<file path="config.mk">
export PLATFORM = sky130hd
export DESIGN_NAME = fcc_front
export DESIGN_NICKNAME = d
export VERILOG_FILES = /design/src/fcc_pkg.sv /design/src/fcc_front.sv
export SDC_FILE = /design/constraint.sdc
export NUM_CORES = 1
export LEC_CHECK = 0
export BUFFER_PORTS_ARGS = -buffer_cell sky130_fd_sc_hd__buf_2
export CAP_MARGIN = 40
export CORE_MARGIN = 5
export CORE_UTILIZATION = 51
export CTS_CLUSTER_SIZE = 28
export DETAILED_ROUTE_END_ITERATION = 10
export HOLD_SLACK_MARGIN = 0.03
export PLACE_DENSITY = 0.83
export SLEW_MARGIN = 15
export SYNTH_ARGS = -nofsm -noshare
export SYNTH_HDL_FRONTEND = slang
export SYNTH_SLANG_ARGS = --single-unit
</file>
<file path="constraint.sdc">
create_clock -name clock -period 2.82 [get_ports clock]
set_input_delay 0.141 -clock clock [delete_from_list [all_inputs] [get_ports clock]]
set_output_delay 0.141 -clock clock [all_outputs]
set_load 0.01 [all_outputs]
</file>
<file path="src/fcc_pkg.sv">
`timescale 1ns / 1ps
// ----------------------------------------------------------------------------
// fcc_pkg
// Shared types and constants of the fiber coincidence counter.
// ----------------------------------------------------------------------------
package fcc_pkg;

   localparam int NUM_FIBERS_DEF = 64;
   localparam int FIBER_W        = 6;
   localparam int TIME_W         = 32;
   localparam int AMP_W          = 16;
   localparam int CSR_DATA_W     = 16;
   localparam int CSR_INDEX_W    = 2;
   localparam int QUEUE_DEPTH    = 2;

   localparam logic [AMP_W-1:0]      THRESHOLD_RST = 16'd32;
   localparam logic [CSR_DATA_W-1:0] WINDOW_RST    = 16'd200;
   localparam logic [CSR_DATA_W-1:0] GAP_RST       = 16'd200;
   localparam logic [TIME_W-1:0]     COUNT_MAX     = '1;

   typedef enum logic [CSR_INDEX_W-1:0] {
      CSR_THRESHOLD = 2'd0,
      CSR_WINDOW    = 2'd1,
      CSR_GAP       = 2'd2,
      CSR_SPARE     = 2'd3
   } csr_index_type;

   // Live configuration, front to back.
   typedef struct packed {
      logic [CSR_DATA_W-1:0] window;
      logic [CSR_DATA_W-1:0] gap;
   } cfg_type;

   // Classified pulse waiting in the queue.
   typedef struct packed {
      logic [FIBER_W-1:0] fiber;
      logic               channel;
      logic [TIME_W-1:0]  pulse_time;
      logic [TIME_W-1:0]  latest;
      logic               in_range;
      logic               qualify;
   } item_type;

   // Per-fiber record; an entry never written reads as all zero (unarmed).
   typedef struct packed {
      logic              armed_channel;
      logic [TIME_W-1:0] armed_time;
      logic              coinc_valid;
      logic [TIME_W-1:0] coinc_time;
      logic [TIME_W-1:0] hit_count;
   } entry_type;

   localparam int ENTRY_W = $bits(entry_type);
   localparam int ITEM_W  = $bits(item_type);

endpackage

</file>
<file path="src/fcc_front.sv">
`timescale 1ns / 1ps
// ----------------------------------------------------------------------------
// fcc_front
// Takes pulses, holds configuration and latest time, classifies each pulse.
// ----------------------------------------------------------------------------
module fcc_front #(
   parameter int NUM_FIBERS = fcc_pkg::NUM_FIBERS_DEF
) (
   input  logic                                 clock,
   input  logic                                 reset,
   input  logic                                 accept,
   input  logic [fcc_pkg::FIBER_W-1:0]          fiber,
   input  logic                                 end_channel,
   input  logic [fcc_pkg::TIME_W-1:0]           pulse_time,
   input  logic [fcc_pkg::AMP_W-1:0]            amplitude,
   input  logic                                 csr_write,
   input  fcc_pkg::csr_index_type               csr_index,
   input  logic [fcc_pkg::CSR_DATA_W-1:0]       csr_data,
   output fcc_pkg::item_type                    item,
   output fcc_pkg::cfg_type                     cfg
);
   import fcc_pkg::*;

   logic [AMP_W-1:0]      threshold_ff;
   logic [CSR_DATA_W-1:0] window_ff;
   logic [CSR_DATA_W-1:0] gap_ff;
   logic [TIME_W-1:0]     max_time_ff, max_time_in;

   assign max_time_in = (pulse_time > max_time_ff) ? pulse_time : max_time_ff;

   always_comb begin
      item.fiber      = fiber;
      item.channel    = end_channel;
      item.pulse_time = pulse_time;
      item.latest     = max_time_in;
      item.in_range   = (32'(fiber) < NUM_FIBERS);
      item.qualify    = (amplitude > threshold_ff);
   end

   always_ff @(posedge clock) begin
      if (reset) begin
         threshold_ff <= THRESHOLD_RST;
         window_ff    <= WINDOW_RST;
         gap_ff       <= GAP_RST;
         max_time_ff  <= '0;
      end else begin
         if (accept) begin
            max_time_ff <= max_time_in;
         end
         if (csr_write) begin
            unique case (csr_index)
               CSR_THRESHOLD: threshold_ff <= csr_data;
               CSR_WINDOW:    window_ff    <= csr_data;
               CSR_GAP:       gap_ff       <= csr_data;
               default: ;
            endcase
         end
      end
   end

   assign cfg.window = window_ff;
   assign cfg.gap    = gap_ff;

endmodule

</file>
Yosys cells after proc, flatten, opt, wreduce, memory -nomap -nowiden
Index checks and enable logic that the tools add are counted.
{ "word_totals": {"out_inout_bits": 105, "elab_cells": 13, "input_bits": 77, "regBits": 80} }
{ "op_classes": {"muxes": 1, "order_cmp": 2, "reduce_logical": 4, "eq_ne": 2} }
{ "ops": {"columns": ["op", "n"], "rows": [
  ["$gt A32 B32 Y1", 1],
  ["$mux W32", 1],
  ["$gt A16 B16 Y1", 1],
  ["$reduce_and A2 Y1", 3],
  ["$eq A2 B1 Y1 const B", 1],
  ["$eq A2 B2 Y1 const B", 1],
  ["$logic_not A2 Y1", 1]
]} }

Depth between registers and ports, before layout
Gate-level depths: netlist (run 1).
{ "logic_depth": {"depth_word": 2, "mapped_depth": 10, "ltp_nobuf": 8} }

Worst setup path after synthesis (run 1)
No wires, ideal clock.
{ "synth_path": {"path_type": "reg-to-output", "start": "register max_time_ff[14]", "end": "output port item[29] (netlist name)", "t_arrival_ns": 2.260, "n_path_buf": 1, "path_stages_with_launch": 10, "slack_ns": 0.419, "t_required_ns": 2.679, "cell_sequence": "dfxtp_1 -> inv_1 -> ha_1 -> a21oi_1 -> nand2_1 -> a221o_1 -> a211o_1 -> o211ai_2 -> buf_6 -> mux2_1"} }
{ "synth_lines": {"columns": ["item", "line", "rtl"], "rows": [
  ["start, declared", "fcc_front.sv:27", "logic [TIME_W-1:0] max_time_ff, max_time_in;"],
  ["start signal, assigned", "fcc_front.sv:48", "max_time_ff <= max_time_in;"],
  ["end, declared", "fcc_front.sv:19", "output fcc_pkg::item_type item,"]
]} }

==> results.md, run 1 <==
- Status: finished with violations
- Failing checks: setup timing
- Final Worst Setup Slack: -0.166 ns
- Congestion Overflow GR: 0
- Worst Setup SP: max_time_ff[7]
- Static leakage: 2.98 nW
- Most frequent cells after synthesis: 103 x nand2_1, 80 x dfxtp_1, 65 x nand2b_1
- Routed vias/inst: 5.44
- Net count, final: 862
- Post-synthesis sequential area ratio: 31.8%
- Startpoint types: flop
- Setup Skew: 0.0100 ns
- Share of layout cells above drive strength 1: 38.1%
- Dominant cells by area after synthesis: dfxtp_1 32%, ha_1 12%, nand2b_1 8.1%, nand2_1 7.7%, mux2_2 6.7%
- Minimum clock period: 2.99 ns
- Final instance area: 6640 um^2
- Via count: 4,756
- Vias in the first global route: 4,859
- R2R Setup Slk: 0.49 ns
- Synth Flop Type: dfxtp_1
- Ys async rst share: 0%
- Sequential cell area: 1620 um^2
- TritonCTS clock tree: yes
- 1st-pass router iterations: 5
- Core footprint: 9680 um^2
- Critical Path End Type: output port
- Number of synthesized flops with an enable pin: 0
- Clock Sinks: 80
- Synth Instances: 599
- HP Class: primary input to flop
- GP Congestion: 0.844
- Final setup viols: 32
- Area grow syn2layout: 31.9%
- Hold path start: csr_data[5]
- Worst slew pin tran: 0.673 ns
- Max capacitance violation total: 0
- WHS Endpoint: threshold_ff[5]
- Maximum VDD drop: 0.000375 V
- Root Driver: clkbuf_8
- P per Cell Area: 500 nW/um^2
- Slew headroom: 55.0%
- Antenna viol nets, final: 0
- Placed cell areas: 5660 um^2
- Clk buf depth: 2
- Arrival time at the worst endpoint: 2.84 ns
- Pin count of the biggest net entering global routing: 46
- Initial core utilization: 52.0%
- Yosys cell types: 37
- GRT Util Overall: 23.7%
- Fmax: 335 MHz
- Req. time, crit path: 2.68 ns
- Worst Hold Path Cells: 2
- Reg-to-reg endpoint: max_time_ff[16]
- Origin of the critical flop-to-flop path: max_time_ff[14]
- Die footprint: 12,000 um^2
- Critical Path Fanout Max: 8
- Avg Inst Size Synth: 8.40 um^2
- Per-cell routed wire length: 17.6 um
- First DRT Iteration DRCs: 225
- Initial antenna violation count: 0
- Critical path class: flop to output port
- Final Routed Wirelength: 15,400 um
- Yosys warning total: 0
- Die X: 109 um
- Inserted Diodes: 0
- Io pins: 182
- Tcrit/Tclk final: 106%
- Non-Filler Instances: 875
- Area leader, netlist: dfxtp_1
- Rows: 36
- Share of the synthesized area in the top cell type: 31.8%
- Slew Limit Fails: 0
- Yosys reg bits: 80
- RSZ-0062 raised after global routing: true
- H-Tree Depth: 3
- Worst-path clk slew: 0.09 ns
- Filler cell count: 687
- Die height: 109 um
- Post-Syn Area: 5030 um^2
- Hold Fails Final Rpt: 0
- Placed cell count: 837
- Reg2Reg Depth: 9
- Inserted Clock Buffers: 9
- Multi-input logic area: 3130 um^2
- Skew-Pair Late Insertion Delay: 0.35 ns
- Hpwl dp: 9710 um
- IO buf count: 166
- Top-count cell post-synth: nand2_1
- Global-route wire length before repair: 22,500 um
- Synth Net Count: 724
- DRC: 0
## sequential cells by signal (all words and copies together), names as in the netlist
register,count
gap_ff,16
max_time_ff,32
threshold_ff,16
window_ff,16
## cell families after synthesis
kind of cell / synth area share [%]
adders and majority gates: 11.9
and+or+nand+nor: 20.7
AOI/OAI and AO/OA: 9.32
buffers and inverters: 12.6
other: 0.0745
muxes: 13.5
DFF: 31.8
## layer usage
layer | vias to the layer above | part of all wire [%] | track usage [%]
met4 | 0 | 4.3 | 11.2
li1 | 2224 | - | -
met3 | 55 | 6.2 | 5.23
met1 | 2273 | 37 | 25.5
met5 | - | 0 | 0
met2 | 204 | 52 | 43.7
## metrics by stage
step | hold slack (ns) | power, W | worst slack [ns] | utilization (%) | setup TNS (ns)
floorplan | 0.259 | 0.00185 | 0.419 | - | 0
global placement | 0.282 | 0.00206 | 0.229 | 58.2 | 0
detailed placement | 0.282 | 0.00210 | 0.196 | 58.4 | 0
CTS | 0.0343 | 0.00317 | -0.117 | 66.2 | -2.63
global route | 0.0337 | 0.00349 | -0.256 | 68.5 | -7.12
finish | 0.0464 | 0.00332 | -0.166 | 68.5 | -4.32
## worst max path at each step
stage	slack (ns)	to
finish	-0.17	item[5]
global route	-0.26	item[5]
CTS	-0.12	item[22]
detailed placement	0.20	item[2]
global placement	0.23	item[2]
floorplan	0.42	item[29]
## timing repair
item | CTS | global route
setup buffers | 12 | 2
resized for setup | 68 | 45
pin swaps | 14 | 8
endpoints found under the hold margin | 7 | 0
hold buffers | 6 | 0
setup endpoints to repair | 32 | 32
gates cloned | 2 | 1
## critical path, cell delays in order, from the launching register on
cell       delay (ns)
dfxtp_2          0.35
inv_2            0.05
ha_4             0.22
a21oi_2          0.15
o21ai_1          0.11
a221o_1          0.33
a211o_1          0.29
o211ai_4         0.23
buf_6            0.16
clkbuf_16        0.17
mux2_4           0.32
buf_6            0.12
## power by group
| group | internal, W | switching (W) |
|---|---|---|
| clock network | 0.000357 | 0.000470 |
| registers | 0.00120 | 0.0000478 |
| logic | 0.000666 | 0.000579 |
## cell type report
type / count / area share, %
sequential: 80 / 24.4
clock inverter: 6 / 0.735
multi-input combinational: 402 / 47.1
clock buffer: 10 / 2.07
inverter: 49 / 2.77
timing repair buffer: 195 / 20.4
tap: 133 / 2.51
## cells in the final DEF (no fill, tap or decap), drive strengths merged, types with 2 or more instances in the layout
| cell | count |
|---|---|
| mux2i | 32 |
| nand2b | 65 |
| nand3b | 8 |
| dlygate4sd3 | 6 |
| nand3 | 4 |
| a21o | 7 |
| ha | 48 |
| dfxtp | 80 |
| a211o | 2 |
| a211oi | 4 |
| inv | 53 |
| and4 | 2 |
| nor2 | 8 |
| o21a | 2 |
| buf | 188 |
| a21oi | 54 |
| clkbuf | 11 |
| o21ai | 7 |
| nand4 | 9 |
| clkinv | 2 |
| mux2 | 32 |
| nand2 | 103 |
| and3b | 2 |
Power figures use the tool's default switching activity.
==> inputs of run 2 (changes only) <==
clock period = 2.85 ns   (was 2.82 ns; I/O delays follow)
==> run 2 against run 1 <==
Against the previous run: the run still ends with setup timing left; critical path depth stayed put; global-route usage is 0.51 points higher; hold slack better by 0.0012 ns; clock power is 10% higher; clock skew is 0.0026 ns lower; setup slack worse by 0.016 ns; count of clock-buffer cells in the layout is 1 lower; sequential cell count stayed put; die area stayed put; cell count is 0.80% higher; sequential power hardly changed; critical path type unchanged; critical endpoint unchanged; largest cell class unchanged; largest power group is now combinational logic.
==> results.md, run 2 (same netlist as run 1, synthesis figures left out) <==
- Fmax: 330 MHz
- Die footprint: 12,000 um^2 (unchanged)
- Rows: 36 (unchanged)
- Per-cell routed wire length: 18.0 um (was 17.6 um)
- Worst Setup SP: max_time_ff[5] (was max_time_ff[7])
- Io pins: 182 (unchanged)
- H-Tree Depth: 3 (unchanged)
- Final Worst Setup Slack: -0.181 ns (was -0.166 ns)
- Hold path start: csr_data[1] (was csr_data[5])
- Initial core utilization: 52.0% (unchanged)
- Most flop-heavy register: max_time_ff (unchanged)
- CP Cell Sequence: inv_1, ha_4, a21oi_2, o21ai_1, a221o_1, a211o_1, o211ai_4, buf_6, clkbuf_16, mux2_4, buf_6 (was inv_2, ha_4, a21oi_2, o21ai_1, a221o_1, a211o_1, o211ai_4, buf_6, clkbuf_16, mux2_4, buf_6)
- Die X: 109 um (unchanged)
- Failing checks: setup timing (unchanged)
- Vias in the first global route: 4,885 (was 4,859)
- Static leakage: 3.01 nW (was 2.98 nW)
- TritonCTS clock tree: yes (unchanged)
- Worst slew pin tran: 0.698 ns (was 0.673 ns)
- Skew-Pair Late Insertion Delay: 0.36 ns (was 0.35 ns)
- RSZ-0062 raised after global routing: true (unchanged)
- IO buf count: 166 (unchanged)
- Slew headroom: 53.3% (was 55.0%)
- Critical path class: flop to output port (unchanged)
- Inserted Diodes: 0 (unchanged)
- Worst-path clk slew: 0.10 ns (was 0.09 ns)
- HP Class: primary input to flop (unchanged)
- Arrival time at the worst endpoint: 2.89 ns (was 2.84 ns)
- Root Driver: clkbuf_8 (unchanged)
- First DRT Iteration DRCs: 241 (was 225)
- Origin of the critical flop-to-flop path: max_time_ff[31] (was max_time_ff[14])
- Tcrit/Tclk final: 106%
- Status: finished with violations (unchanged)
- Net count, final: 869 (was 862)
- Routed vias/inst: 5.45 (was 5.44)
- Startpoint types: flop (unchanged)
- Critical path's slowest cell: dfxtp_2 (unchanged)
- Die height: 109 um (unchanged)
- Final instance area: 6720 um^2 (was 6640 um^2)
- Req. time, crit path: 2.71 ns (was 2.68 ns)
- Pin count of the biggest net entering global routing: 46 (unchanged)
- Critical Path End Type: output port (unchanged)
- Most frequent cells in the layout: 134 x buf_2, 102 x nand2_1, 65 x nand2b_1 (was 134 x buf_2, 102 x nand2_1, 67 x dfxtp_1)
- Setup Skew: 0.00745 ns (was 0.0100 ns)
- Post-layout power: 0.00340 W (was 0.00332 W)
- DRC: 0 (unchanged)
- Number of flip-flops in the largest register: 32 (unchanged)
- Placed cell count: 837 (unchanged)
- Crit path buf inv count: 4 (unchanged)
- Maximum VDD drop: 0.000326 V (was 0.000375 V)
- Hpwl dp: 9690 um (was 9710 um)
- Via count: 4,806 (was 4,756)
- Most common cell after layout, fill and taps aside: buf_2 (unchanged)
- Clock Sinks: 80 (unchanged)
- Max capacitance violation total: 0 (unchanged)
- Critical Path Fanout Max: 8 (unchanged)
- Initial antenna violation count: 0 (unchanged)
- CP most frequent cell: buf_6 (unchanged)
- Antenna viol nets, final: 0 (unchanged)
- Non-Filler Instances: 882 (was 875)
- Hold Fails Final Rpt: 0 (unchanged)
- P per Cell Area: 506 nW/um^2 (was 500 nW/um^2)
- Delay-heaviest family, CP: compound AO/OA/AOI/OAI gates (unchanged)
- Share of layout cells above drive strength 1: 38.7% (was 38.1%)
- Slew Limit Fails: 0 (unchanged)
- Minimum clock period: 3.03 ns
- Congestion Overflow GR: 0 (unchanged)
- GP Congestion: 0.845 (was 0.844)
- GRT Util Overall: 24.2% (was 23.7%)
- 1st-pass router iterations: 5 (unchanged)
- Core footprint: 9680 um^2 (unchanged)
- Clk buf depth: 2 (unchanged)
- Peak per-stage delay on the critical path: 0.35 ns (about the same)
- Area grow syn2layout: 33.5% (was 31.9%)
- Inserted Clock Buffers: 9 (unchanged)
- Final setup viols: 32 (unchanged)
- Final Routed Wirelength: 15,900 um (was 15,400 um)
- Placed cell areas: 5660 um^2 (unchanged)
- Global-route wire length before repair: 22,900 um (was 22,500 um)
==> run 2: worst paths after layout <==
path,end,slack [ns],depth (start not counted)
min,gap_ff[1],0.05,3
max reg2reg,max_time_ff[22],0.21,11
max,item[5],-0.18,11
min reg2reg,threshold_ff[4],0.46,2
==> run 2: routing by layer <==
metal	share of wire, %	vias up	track usage, %
met2	51	235	43.9
met4	3.9	0	11.8
met5	0	-	0
li1	-	2239	-
met3	7.0	58	6.28
met1	38	2274	26.0
==> run 2: layout make-up <==
class / instances / area, um^2
flip-flops and latches: 80 / 1620
well taps: 133 / 166
multi-input cells: 402 / 3130
fillers: 682 / 2970
clock inverters: 7 / 86.3
repair buffers: 202 / 1410
clock buffers: 9 / 124
inverters: 49 / 184
==> run 2: tightest hold or removal path: stages <==
cell and delay (ns):
buf_2 0.13, nand2_1 0.06, a21oi_1 0.05
==> run 2: repair_timing <==
action                                  CTS  global route
gates resized for setup                  73            46
endpoints found under the setup margin   32            32
endpoints found under the hold margin    12             1
setup buffers                            14             4
hold buffers                              9             1
pin swaps                                15            10
gates cloned                              2             1
==> run 2: power breakdown <==
| part | switching (W) | total [W] | internal, W |
|---|---|---|---|
| combinational | 0.000583 | 0.00125 | 0.000669 |
| sequential | 0.0000471 | 0.00123 | 0.00119 |
| clock | 0.000487 | 0.000913 | 0.000427 |
| total | 0.00112 | 0.00340 | 0.00228 |
==> run 2: stage by stage <==
step / util, % / setup WS, ns / hold slack, ns / TNS (ns)
after floorplan: - / 0.447 / 0.260 / 0
after global placement: 58.2 / 0.258 / 0.285 / 0
after detailed placement: 58.4 / 0.220 / 0.285 / 0
after CTS: 67.1 / -0.0752 / 0.0318 / -2.24
after global routing: 69.4 / -0.274 / 0.0383 / -7.79
final: 69.4 / -0.181 / 0.0476 / -4.63
