File: config.mk
export PLATFORM = sky130hd
export DESIGN_NAME = fcc_queue
export DESIGN_NICKNAME = d
export VERILOG_FILES = /design/src/fcc_pkg.sv /design/src/fcc_queue.sv
export SDC_FILE = /design/constraint.sdc
export NUM_CORES = 1
export LEC_CHECK = 0
export ABC_AREA = 0
export BUFFER_PORTS_ARGS = -buffer_cell sky130_fd_sc_hd__buf_2
export CORE_ASPECT_RATIO = 2
export CORE_MARGIN = 2
export CORE_UTILIZATION = 56
export DETAILED_ROUTE_END_ITERATION = 12
export GPL_TIMING_DRIVEN = 1
export PLACE_DENSITY = 0.91
export SLEW_MARGIN = 20
export SYNTH_ARGS = -nofsm -noshare
export SYNTH_HDL_FRONTEND = slang
export SYNTH_SLANG_ARGS = --single-unit
File: constraint.sdc
create_clock -name clock -period 6.5 [get_ports clock]
set_clock_uncertainty 0.05 [all_clocks]
set_input_delay 0.325 -clock clock [delete_from_list [all_inputs] [get_ports clock]]
set_output_delay 0.325 -clock clock [all_outputs]
set_load 0.005 [all_outputs]
File: src/fcc_pkg.sv
`timescale 1ns / 1ps
// ----------------------------------------------------------------------------
// fcc_pkg
// Shared types and constants of the fiber coincidence counter.
// ----------------------------------------------------------------------------
package fcc_pkg;

   localparam int NUM_FIBERS_DEF = 64;
   localparam int FIBER_W        = 6;
   localparam int TIME_W         = 32;
   localparam int AMP_W          = 16;
   localparam int CSR_DATA_W     = 16;
   localparam int CSR_INDEX_W    = 2;
   localparam int QUEUE_DEPTH    = 2;

   localparam logic [AMP_W-1:0]      THRESHOLD_RST = 16'd32;
   localparam logic [CSR_DATA_W-1:0] WINDOW_RST    = 16'd200;
   localparam logic [CSR_DATA_W-1:0] GAP_RST       = 16'd200;
   localparam logic [TIME_W-1:0]     COUNT_MAX     = '1;

   typedef enum logic [CSR_INDEX_W-1:0] {
      CSR_THRESHOLD = 2'd0,
      CSR_WINDOW    = 2'd1,
      CSR_GAP       = 2'd2,
      CSR_SPARE     = 2'd3
   } csr_index_type;

   // Live configuration, front to back.
   typedef struct packed {
      logic [CSR_DATA_W-1:0] window;
      logic [CSR_DATA_W-1:0] gap;
   } cfg_type;

   // Classified pulse waiting in the queue.
   typedef struct packed {
      logic [FIBER_W-1:0] fiber;
      logic               channel;
      logic [TIME_W-1:0]  pulse_time;
      logic [TIME_W-1:0]  latest;
      logic               in_range;
      logic               qualify;
   } item_type;

   // Per-fiber record; an entry never written reads as all zero (unarmed).
   typedef struct packed {
      logic              armed_channel;
      logic [TIME_W-1:0] armed_time;
      logic              coinc_valid;
      logic [TIME_W-1:0] coinc_time;
      logic [TIME_W-1:0] hit_count;
   } entry_type;

   localparam int ENTRY_W = $bits(entry_type);
   localparam int ITEM_W  = $bits(item_type);

endpackage

File: src/fcc_queue.sv
`timescale 1ns / 1ps
// ----------------------------------------------------------------------------
// fcc_queue
// Short in-order queue of classified pulses between front and back.
// ----------------------------------------------------------------------------
module fcc_queue (
   input  logic              clock,
   input  logic              reset,
   input  logic              push,
   input  fcc_pkg::item_type push_item,
   input  logic              pop,
   output fcc_pkg::item_type head_item,
   output logic              empty,
   output logic              full
);
   import fcc_pkg::*;

   localparam int PTR_W = (QUEUE_DEPTH > 1) ? $clog2(QUEUE_DEPTH) : 1;
   localparam int CNT_W = $clog2(QUEUE_DEPTH + 1);

   item_type          slot_ff [QUEUE_DEPTH];
   logic [PTR_W-1:0]  wr_ptr_ff, wr_ptr_in;
   logic [PTR_W-1:0]  rd_ptr_ff, rd_ptr_in;
   logic [CNT_W-1:0]  count_ff, count_in;

   function automatic logic [PTR_W-1:0] ptr_next(input logic [PTR_W-1:0] p);
      ptr_next = (32'(p) == QUEUE_DEPTH - 1) ? '0 : p + 1'b1;
   endfunction

   always_comb begin
      wr_ptr_in = push ? ptr_next(wr_ptr_ff) : wr_ptr_ff;
      rd_ptr_in = pop  ? ptr_next(rd_ptr_ff) : rd_ptr_ff;
      count_in  = count_ff;
      if (push && !pop) begin
         count_in = count_ff + 1'b1;
      end else if (pop && !push) begin
         count_in = count_ff - 1'b1;
      end
   end

   always_ff @(posedge clock) begin
      if (reset) begin
         wr_ptr_ff <= '0;
         rd_ptr_ff <= '0;
         count_ff  <= '0;
      end else begin
         wr_ptr_ff <= wr_ptr_in;
         rd_ptr_ff <= rd_ptr_in;
         count_ff  <= count_in;
      end
   end

   always_ff @(posedge clock) begin
      if (push) begin
         slot_ff[wr_ptr_ff] <= push_item;
      end
   end

   assign head_item = slot_ff[rd_ptr_ff];
   assign empty     = (count_ff == '0);
   assign full      = (32'(count_ff) == QUEUE_DEPTH);

   a_no_pop_empty: assert property (@(posedge clock) disable iff (reset)
      pop |-> !empty) else $error("queue popped while empty");
   a_no_push_full: assert property (@(posedge clock) disable iff (reset)
      push |-> !full) else $error("queue pushed while full");
   a_count_bound: assert property (@(posedge clock) disable iff (reset)
      32'(count_ff) <= QUEUE_DEPTH) else $error("queue count overflow");

endmodule

* After elaboration in Yosys (flattened, before gate mapping)
Memories as Yosys holds them, arrays and structs flattened. A register that Yosys moved wholly into a read port is not among the register bits.
Index checks and enable logic that the tools add are counted.
** Storage, ports and cells
- Bits of input ports :: 77
- Bits in registers :: 4
- Memory bits (writable) :: 146
- Output and inout port bits :: 75
- Memories :: 1
** Memory list
- slot_ff :: depth 2, bits a word 73, rd ports 1, clocked after Yosys merged registers in 1, wr ports 1, RTL line fcc_queue.sv:21 : item_type slot_ff [QUEUE_DEPTH];
** Operators by class
- Mux-type cells :: 8
- Add/sub/neg operators :: 4
- Equality and inequality tests :: 1
- Reductions and logical operators :: 6
** Operators with widths (count)
- 2-to-1 mux 1 bit :: 6
- 2-to-1 mux 2 bit :: 2
- adder 1 bit, second input constant :: 2
- adder 2 x 1 -> 2 bit, second input constant :: 1
- == test 2 bit, second input constant :: 1
- logical AND 1 bit :: 2
- zero test 1 bit :: 2
- zero test 2 bit :: 1
- nonzero test 2 bit :: 1
- subtractor 2 x 1 -> 2 bit, second input constant :: 1

* Depth between registers and ports, before layout
Gate-level depths: netlist (run 1).
- Depth after elaboration :: 4
- Depth in mapped cells :: 5
- Mapped depth without buffers :: 5

* Least setup slack after synthesis (run 1)
No wires, ideal clock.
- Kind :: register to register
- Start :: reg wr_ptr_ff
- End :: mem slot_ff[0][0] in the netlist's numbering, enable pin
- Arrival time :: 3569 ps
- Cell stages (with the launch flop) :: 2
- Path buffers :: 0
- Data required time :: 5937 ps
- Library setup time :: 513 ps
- Slack :: 2368 ps
- Cell sequence :: dfxtp_1 nor2b_1
** RTL lines
- from (decl) :: RTL line fcc_queue.sv:22 : logic [PTR_W-1:0] wr_ptr_ff, wr_ptr_in;
- from (signal assigned) :: RTL line fcc_queue.sv:47 : wr_ptr_ff <= wr_ptr_in;
- to (decl) :: RTL line fcc_queue.sv:21
Straight into the memory's write port.

==> results.toml, run 1 <==
[global_route]
grt_use_total = 0.183
grt_overflow_total = 0
first_global_vias = 2970
antenna_found_initial = 0
grt_pass1_wl_mm = 13.9
grt_max_degree = 74

[logic_synthesis]
syn_inst = 249
synth_fp_nets = 327
syn-cell-area_um2 = 5500
ys_warn_count = 0
synthTopCellsByArea = "edfxtp_1, mux2_2, dfxtp_1"
synth_area_per_cell_um2 = 22.1
synth_top_area_frac = 0.797
ys_ff_latch = 151
yosysUniqueCellTypes = 16
yosysTopAreaCell = "edfxtp_1"
seq_area_frac_synth = 0.815

[die]
die_h_um = 144
die_area_um2 = 10700
die_w_um = 74.1
pin_count = 152
initial_core_util = 0.571
fp.coreArea_um2 = 9640
rows = 51

[sta]
tns_ps = 0
rsz0062_at_grt = "no"
hold_viol = 0
period_needed_ps = 2350
tightest_slew_ps = 993
slew_headroom = 0.338
fmax_mhz = 425
setup_viol = 0
whs_ps = 53.2
period_share = 0.362
slew_viol_final = 0

[flow_run]
drv_cap = 0

[power_and_ir_drop]
clockPowerShare = 0.402
power_frac_comb = 0.084
netSwitchingFraction = 0.208
powerDensity_nw_per_um2 = 329
ir_drop_uv = 281
pwr-share-seq = 0.514
p_leak_uw = 0.00262
p_switching_uw = 473
intPower_uw = 1800

[routing]
postRouteAntennaNets = 0
wl_per_cell_um = 17.4
vias = 2811
drt-total-wl_mm = 9.69
viasPerCell = 5.05
drc = 0
initialDrtViolationCount = 126
dr.pass1.iters = 4

[clocking]
h-tree-depth = 4
clkTransAtPathRegs_ps = 60
cts_buffers = 17
cts_setup_buffers = 0
clkLatencyLatePin_ps = 400
cts_sinks = 151
cts-root-buf = "clkbuf_16"
ctsHoldBuffers = 0
cts_tree = "done"
clk_path_buf_depth = 2
cts_resized = 0

[cells_and_area]
drive_gt1_frac = 0.605
nFillCells = 591
final_area_um2 = 6920
mostFrequentLayoutCells = "buf_2, edfxtp_1, mux2_2, clkbuf_16, nor2_1"
diodes = 0
fin_nets = 490
area_growth_pct = 25.8
final_common_cell = "buf_2"

[hold_path]
hold_class = "in2reg"
min_from = "push_item[55]"

[setup_path]
cp_data_arrival_time_ps = 1980
critical_path_class = "reg2out"
crit_required_ps = 6120
cp-end-kind = "primary output"
critPathMaxFanout = 73
startpoint_type = "flip-flop"
worstReg2RegStart = "wr_ptr_ff"

[place]
gp_congestion = 0.730
hpwl_mm = 6.36
dpl_cell_area_um2 = 6360
port_buffers = 151

[outcome]
status = "finished clean"
==> logic make-up after synthesis <==
kind of cell | count (synthesis) | share of synthesized area
flops | 151 | 0.815
xor+xnor | 4 | 0.00637
fa+ha+maj | 1 | 0.00227
compound gates | 2 | 0.00182
buf+inv | 9 | 0.0164
mux | 73 | 0.149
simple gates | 9 | 0.00842
==> critical path: stages (launching register included) <==
cell     delay [ps]
dfxtp_4         970
mux2_2          430
buf_2           130
==> area by class of cell <==
class / count / area, µm² / share of cell area
clock buffer: 18 / 429 / 0.0620
clock inverter: 14 / 134 / 0.0193
inverter: 1 / 3.75 / 0.000542
multi-input combinational: 89 / 936 / 0.135
sequential: 151 / 4490 / 0.649
tap: 132 / 165 / 0.0239
timing repair buffer: 152 / 763 / 0.110
==> sequential cells by signal, summed over array words and instances (netlist names), named ones only <==
| register | flops |
|---|---|
| wr_ptr_ff | 1 |
| slot_ff | 146 |
| count_ff | 2 |
| rd_ptr_ff | 1 |
==> power groups by stage <==
stage | sequential (µW) | combinational [µW] | clock [µW]
final | 1170 | 190 | 915
after global routing | 1170 | 208 | 971
after CTS | 1170 | 194 | 934
after detailed placement | 1190 | 193 | 0
after global placement | 1180 | 187 | 0
after floorplan | 1170 | 118 | 0
==> per-stage QoR <==
step | utilization | power, µW | setup slack [ps] | cells
6_report | 0.718 | 2270 | 4150 | 557
5_1_grt | 0.718 | 2350 | 4040 | 557
4_1_cts | 0.718 | 2300 | 4110 | 557
3_5_place_dp | 0.660 | 1380 | 4140 | 525
3_3_place_gp | 0.660 | 1370 | 4220 | 525
2_1_floorplan | - | 1290 | 2370 | 249
==> routing by layer <==
layer | GRT usage | vias to the layer above | share of wire
met5 | 0 | - | 0
met1 | 0.172 | 1377 | 0.34
li1 | - | 1309 | -
met4 | 0.101 | 0 | 0.028
met3 | 0.0641 | 19 | 0.052
met2 | 0.329 | 106 | 0.58
==> cells in the mapped netlist, drive strengths merged <==
| cell | n |
|---|---|
| nor2 | 5 |
| ha | 1 |
| nor2b | 1 |
| edfxtp | 146 |
| and2 | 1 |
| buf | 8 |
| a21oi | 1 |
| or3 | 1 |
| o21ai | 1 |
| and2b | 1 |
| dfxtp | 5 |
| mux2 | 73 |
| xor2 | 2 |
| xnor2 | 2 |
| inv | 1 |
==> final timing paths <==
| kind | slack (ps) | depth (start not counted) | endpoint |
|---|---|---|---|
| setup reg to reg | 4340 | 2 | slot_ff[0][66] |
| setup / recovery | 4150 | 2 | head_item[40] |
| hold reg to reg | 470 | 2 | rd_ptr_ff |
| hold / removal | 50 | 1 | slot_ff[1][55] |
No activity file was read; power rests on OpenSTA's default activity.
==> inputs of run 2 (changes only) <==
- ABC_AREA: 0 -> 1
- CORE_UTILIZATION: 56 -> 52
- PLACE_DENSITY: 0.91 -> 0.85
- clock period: 6.5 -> 2.45 ns (I/O delays scaled with it)
==> run 2 against run 1 <==
Effect of this change:
- sequential share of layout area decreased by 9.1 points
- synthesized cell count increased by 4.4%
- die area increased by 14%
- clock-buffer cell count increased by 3
- power increased to 2.8 times the previous value
- routed wire length increased by 19%
- largest cell class unchanged
- via count increased by 15%
- utilization increased by 1.7 points
- critical path type unchanged
- design area increased by 16%
- critical path depth increased by 1
==> results.toml, run 2 <==
[setup_path]
startpoint_type = "flip-flop"
critPathBufInv = 2
cp-end-kind = "primary output"
crit_required_ps = 2280
cpPeakStageDelay_ps = 390
crit_family = "buffers and inverters"
cp_data_arrival_time_ps = 1600
critical_path_class = "reg2out"
cpMaxStageDelayCell = "dfxtp_4"
critPathMaxFanout = 39
path_cells = "buf_12 > mux2_4 > buf_2"

[clocking]
cts_tree = "done"
cts_resized = 0
clkLatencyLatePin_ps = 400
clk_path_buf_depth = 2
clkTransAtPathRegs_ps = 60
cts-root-buf = "clkbuf_16"
cts_setup_buffers = 0
cts_buffers = 17
cts_sinks = 151
h-tree-depth = 4
ctsHoldBuffers = 77

[logic_synthesis]
yosysMostFrequentCell = "edfxtp_1"
ys_ff_latch = 151
synthFlopType = "edfxtp_1"
async_flop_share = 0
seq_area_frac_synth = 0.767
yosysUniqueCellTypes = 16
synth_area_per_cell_um2 = 22.5
syn-cell-area_um2 = 5850
synth_top_area_frac = 0.750
syn_inst = 260
ys_warn_count = 0
synth_edf_count = 146
synth_common_cells = "edfxtp_1, mux2_4, inv_1, buf_12, nor2_1"
synth_fp_nets = 338
synthTopCellsByArea = "edfxtp_1, mux2_4, buf_12"
yosysTopAreaCell = "edfxtp_1"

[sta]
period_share = 0.724
slew_viol_final = 0
tns_ps = 0
period_needed_ps = 1770
setup_viol = 0
rsz0062_at_grt = "no"
fmax_mhz = 564
tightest_slew_ps = 534
slew_headroom = 0.644
hold_viol = 0
fin_ws_ps = 677

[global_route]
antenna_found_initial = 0
first_global_vias = 3623
grt_max_degree = 41
grt_use_total = 0.199
grt_pass1_wl_mm = 17.7
grt_overflow_total = 0

[die]
rows = 54
die_w_um = 79.0
initial_core_util = 0.534
die_h_um = 154
fp.coreArea_um2 = 10900
pin_count = 152
die_area_um2 = 12200

[flow_run]
drv_cap = 0

[routing]
postRouteAntennaNets = 0
vias = 3227
wl_per_cell_um = 17.6
drc = 0
viasPerCell = 4.91
drt-total-wl_mm = 11.5
initialDrtViolationCount = 194
dr.pass1.iters = 4

[cells_and_area]
fin_nets = 583
drive_gt1_frac = 0.499
largest_register = "slot_ff"
final_common_cell = "buf_2"
top_regs = "slot_ff x146, count_ff x2"
largest_reg_flops = 146
fin_cells = 657
mostFrequentLayoutCells = "buf_2, edfxtp_1, dlygate4sd3_1, mux2_4, clkbuf_16"
final_core_util = 0.735
diodes = 0
area_growth_pct = 37.7

[outcome]
status = "finished clean"

[power_and_ir_drop]
total_power_uw = 6270
p_leak_uw = 0.00327
powerDensity_nw_per_um2 = 779
ir_drop_uv = 587

[place]
dp_cells = 549
gp_congestion = 0.681
hpwl_mm = 6.88
dp_slack_ps = 1050
port_buffers = 151

[hold_path]
hold_class = "in2reg"
==> run 2: cell count changes in the layout (fill, tap and decap cells not counted), sizes merged, moves of 2 or more <==
cell / change
dlygate4sd3: +77
inv: +7
buf: +5
nand2: +5
clkbuf: +3
clkinv: -3
nor2: +2
xor2: -2
==> run 2: worst paths after layout <==
path / start / end / slack, ps / cells after the start
max: flip-flop / head_item[70] / 680 / 3
min: push_item[8] / slot_ff[0][8] / 390 / 2
max reg2reg: wr_ptr_ff / slot_ff[1][35] / 1050 / 3
min reg2reg: wr_ptr_ff / wr_ptr_ff / 490 / 2
==> run 2: logic make-up (layout without fill, tap and decap cells) <==
group                      after synthesis  count (layout)  synth area share
buffers and inverters                   17             274            0.0317
xor gates and xnor gates                 1               1           0.00150
AOI/OAI and AO/OA                        2               2           0.00171
muxes                                   73              73             0.186
and+or+nand+nor                         15              15            0.0105
adders and majority gates                1               1           0.00214
DFF                                    151             151             0.767
==> run 2: power breakdown <==
part | leakage [µW] | total [µW] | internal, µW | switching [µW]
Clock | 0.000280 | 2500 | 1590 | 911
Combinational | 0.00158 | 737 | 430 | 307
Sequential | 0.00141 | 3040 | 2990 | 44.9
Total | 0.00327 | 6270 | 5010 | 1260
==> run 2: routing by layer <==
metal	track usage	wire length, µm	vias up	share of wire
met5	0	0	-	0
met4	0.0961	335	0	0.029
met3	0.0464	458	27	0.040
met2	0.380	6830	109	0.59
met1	0.190	3920	1595	0.34
li1	-	-	1496	-
==> run 2: area by class of cell <==
cell class | count | area [µm²]
Multi-Input combinational cell | 92 | 1180
Clock buffer | 21 | 440
Inverter | 9 | 33.8
Tap cell | 140 | 175
Fill cell | 667 | 2900
Sequential cell | 151 | 4490
Clock inverter | 10 | 130
Timing Repair Buffer | 234 | 1600
==> run 2: stage by stage <==
| step | hold WS, ps | area (µm²) |
|---|---|---|
| CTS | 365 | 8050 |
| detailed placement | 264 | 6710 |
| global route | 382 | 8050 |
| global placement | 260 | 6710 |
| finish | 387 | 8050 |
| floorplan | 145 | 5850 |
==> run 2: worst reg2reg max path, stage by stage, from the launching register on <==
cell     delay (ps)
dfxtp_1         380
nand2_1          80
inv_2            60
buf_4           450
==> inputs of run 3 (changes only) <==
- clock period: 2.45 -> 1.74 ns (I/O delays scaled with it)
==> run 3 against run 2 <==
Effect of this change:
- worst setup slack got worse by 620 ps
- via count is 0.28% higher
- utilization is 1.4 points higher
- routed wire length is 3.2% higher
- highest routed layer unchanged
- design area increased by 2.0%
- power is 45% higher
- hold slack worse by 25 ps
- critical endpoint is now head_item[56]
==> results.toml, run 3 (synthesized netlist as in run 2, its figures left out) <==
[setup_path]
critPathMaxFanout = 13
cpMaxStageDelayCell = "dfxtp_4"
startpoint_type = "flip-flop"
path_cells = "buf_12 > mux2_2 > buf_2"
crit_required_ps = 1600
critical_path_class = "reg2out"
cpPeakStageDelay_ps = 470
cp-end-kind = "primary output"
cp_data_arrival_time_ps = 1540

[die]
pin_count = 152
fp.coreArea_um2 = 10900
initial_core_util = 0.534
die_area_um2 = 12200
rows = 54
die_h_um = 154
die_w_um = 79.0

[power_and_ir_drop]
ir_drop_uv = 1140
p_leak_uw = 0.00332
powerDensity_nw_per_um2 = 1110

[place]
hpwl_mm = 7.25
gp_congestion = 0.705
port_buffers = 151

[cells_and_area]
area_growth_pct = 40.4
drive_gt1_frac = 0.513
largest_register = "slot_ff"
final_common_cell = "buf_2"
top_regs = "slot_ff x146, count_ff x2"
diodes = 0
fin_nets = 587
mostFrequentLayoutCells = "buf_2, edfxtp_1, dlygate4sd3_1, mux2_4, clkbuf_16"
largest_reg_flops = 146

[routing]
postRouteAntennaNets = 0
dr.pass1.iters = 6
drc = 0
wl_per_cell_um = 18.0
viasPerCell = 4.90
vias = 3236
initialDrtViolationCount = 179
drt-total-wl_mm = 11.9

[flow_run]
drv_cap = 0

[sta]
rsz0062_at_grt = "no"
hold_viol = 0
fmax_mhz = 595
whs_ps = 363
slew_viol_final = 0
period_share = 0.966
tightest_slew_ps = 382
slew_headroom = 0.746
tns_ps = 0
setup_viol = 0
period_needed_ps = 1680

[global_route]
antenna_found_initial = 0
grt_max_degree = 47
first_global_vias = 3575
grt_use_total = 0.199
grt_overflow_total = 0
grt_pass1_wl_mm = 18.0

[clocking]
clk_path_buf_depth = 2
clkTransAtPathRegs_ps = 60
cts-root-buf = "clkbuf_16"
cts_sinks = 151
h-tree-depth = 4
cts_tree = "done"
clkLatencyLatePin_ps = 400
cts_buffers = 17

[outcome]
status = "finished clean"

[hold_path]
hold_class = "in2reg"
==> run 3: cell type report <==
class / count / area [µm²]
Clock inverter: 12 / 175
Fill cell: 654 / 2740
Tap cell: 140 / 175
Inverter: 9 / 37.5
Timing Repair Buffer: 238 / 1710
Clock buffer: 18 / 429
Sequential cell: 151 / 4490
Multi-Input combinational cell: 92 / 1190
==> run 3: worst paths after layout <==
path	from	end	slack [ps]	depth (start not counted)
worst max register to register	rd_ptr_ff	flip-flop	470	3
worst min-delay path	push_item[11]	slot_ff[0][11]	360	2
worst min register to register	wr_ptr_ff	wr_ptr_ff	480	2
worst max-delay path	flip-flop	head_item[56]	60	3
==> run 3: metal layers <==
| metal | up-vias | track usage | part of all wire |
|---|---|---|---|
| met5 | - | 0 | 0 |
| met4 | 0 | 0.0944 | 0.032 |
| met3 | 31 | 0.0534 | 0.050 |
| met2 | 118 | 0.376 | 0.58 |
| met1 | 1580 | 0.193 | 0.33 |
| li1 | 1507 | - | - |
==> run 3: repair_timing <==
action / CTS / global route
hold buffers: 77 / 0
endpoints found under the setup margin: 62 / 2
gates resized for setup: 2 / 1
setup buffers: 2 / 0
hold endpoints to repair: 151 / 0
gates cloned: 1 / 1
==> run 3: per-stage QoR <==
| stage | std cells | instance area, µm² | power, µW | worst slack, ps | util |
|---|---|---|---|---|---|
| global route | 660 | 8210 | 9370 | 3.42 | 0.750 |
| global placement | 549 | 6750 | 5210 | 324 | 0.617 |
| CTS | 659 | 8180 | 9150 | 19.3 | 0.747 |
| detailed placement | 549 | 6750 | 5260 | 312 | 0.617 |
| floorplan | 260 | 5860 | 4910 | -162 | - |
| finish | 660 | 8210 | 9080 | 58.3 | 0.750 |
==> run 3: worst max-delay path: cells and delay by family (launching register included) <==
family   cells  cell delay [ps]
mux          1              340
flops        1              470
buf+inv      2              330
==> run 3: where the power goes <==
| group | switching [µW] | internal [µW] | total, µW |
|---|---|---|---|
| clock | 1330 | 2390 | 3720 |
| combinational | 432 | 649 | 1080 |
| sequential | 71.0 | 4210 | 4280 |
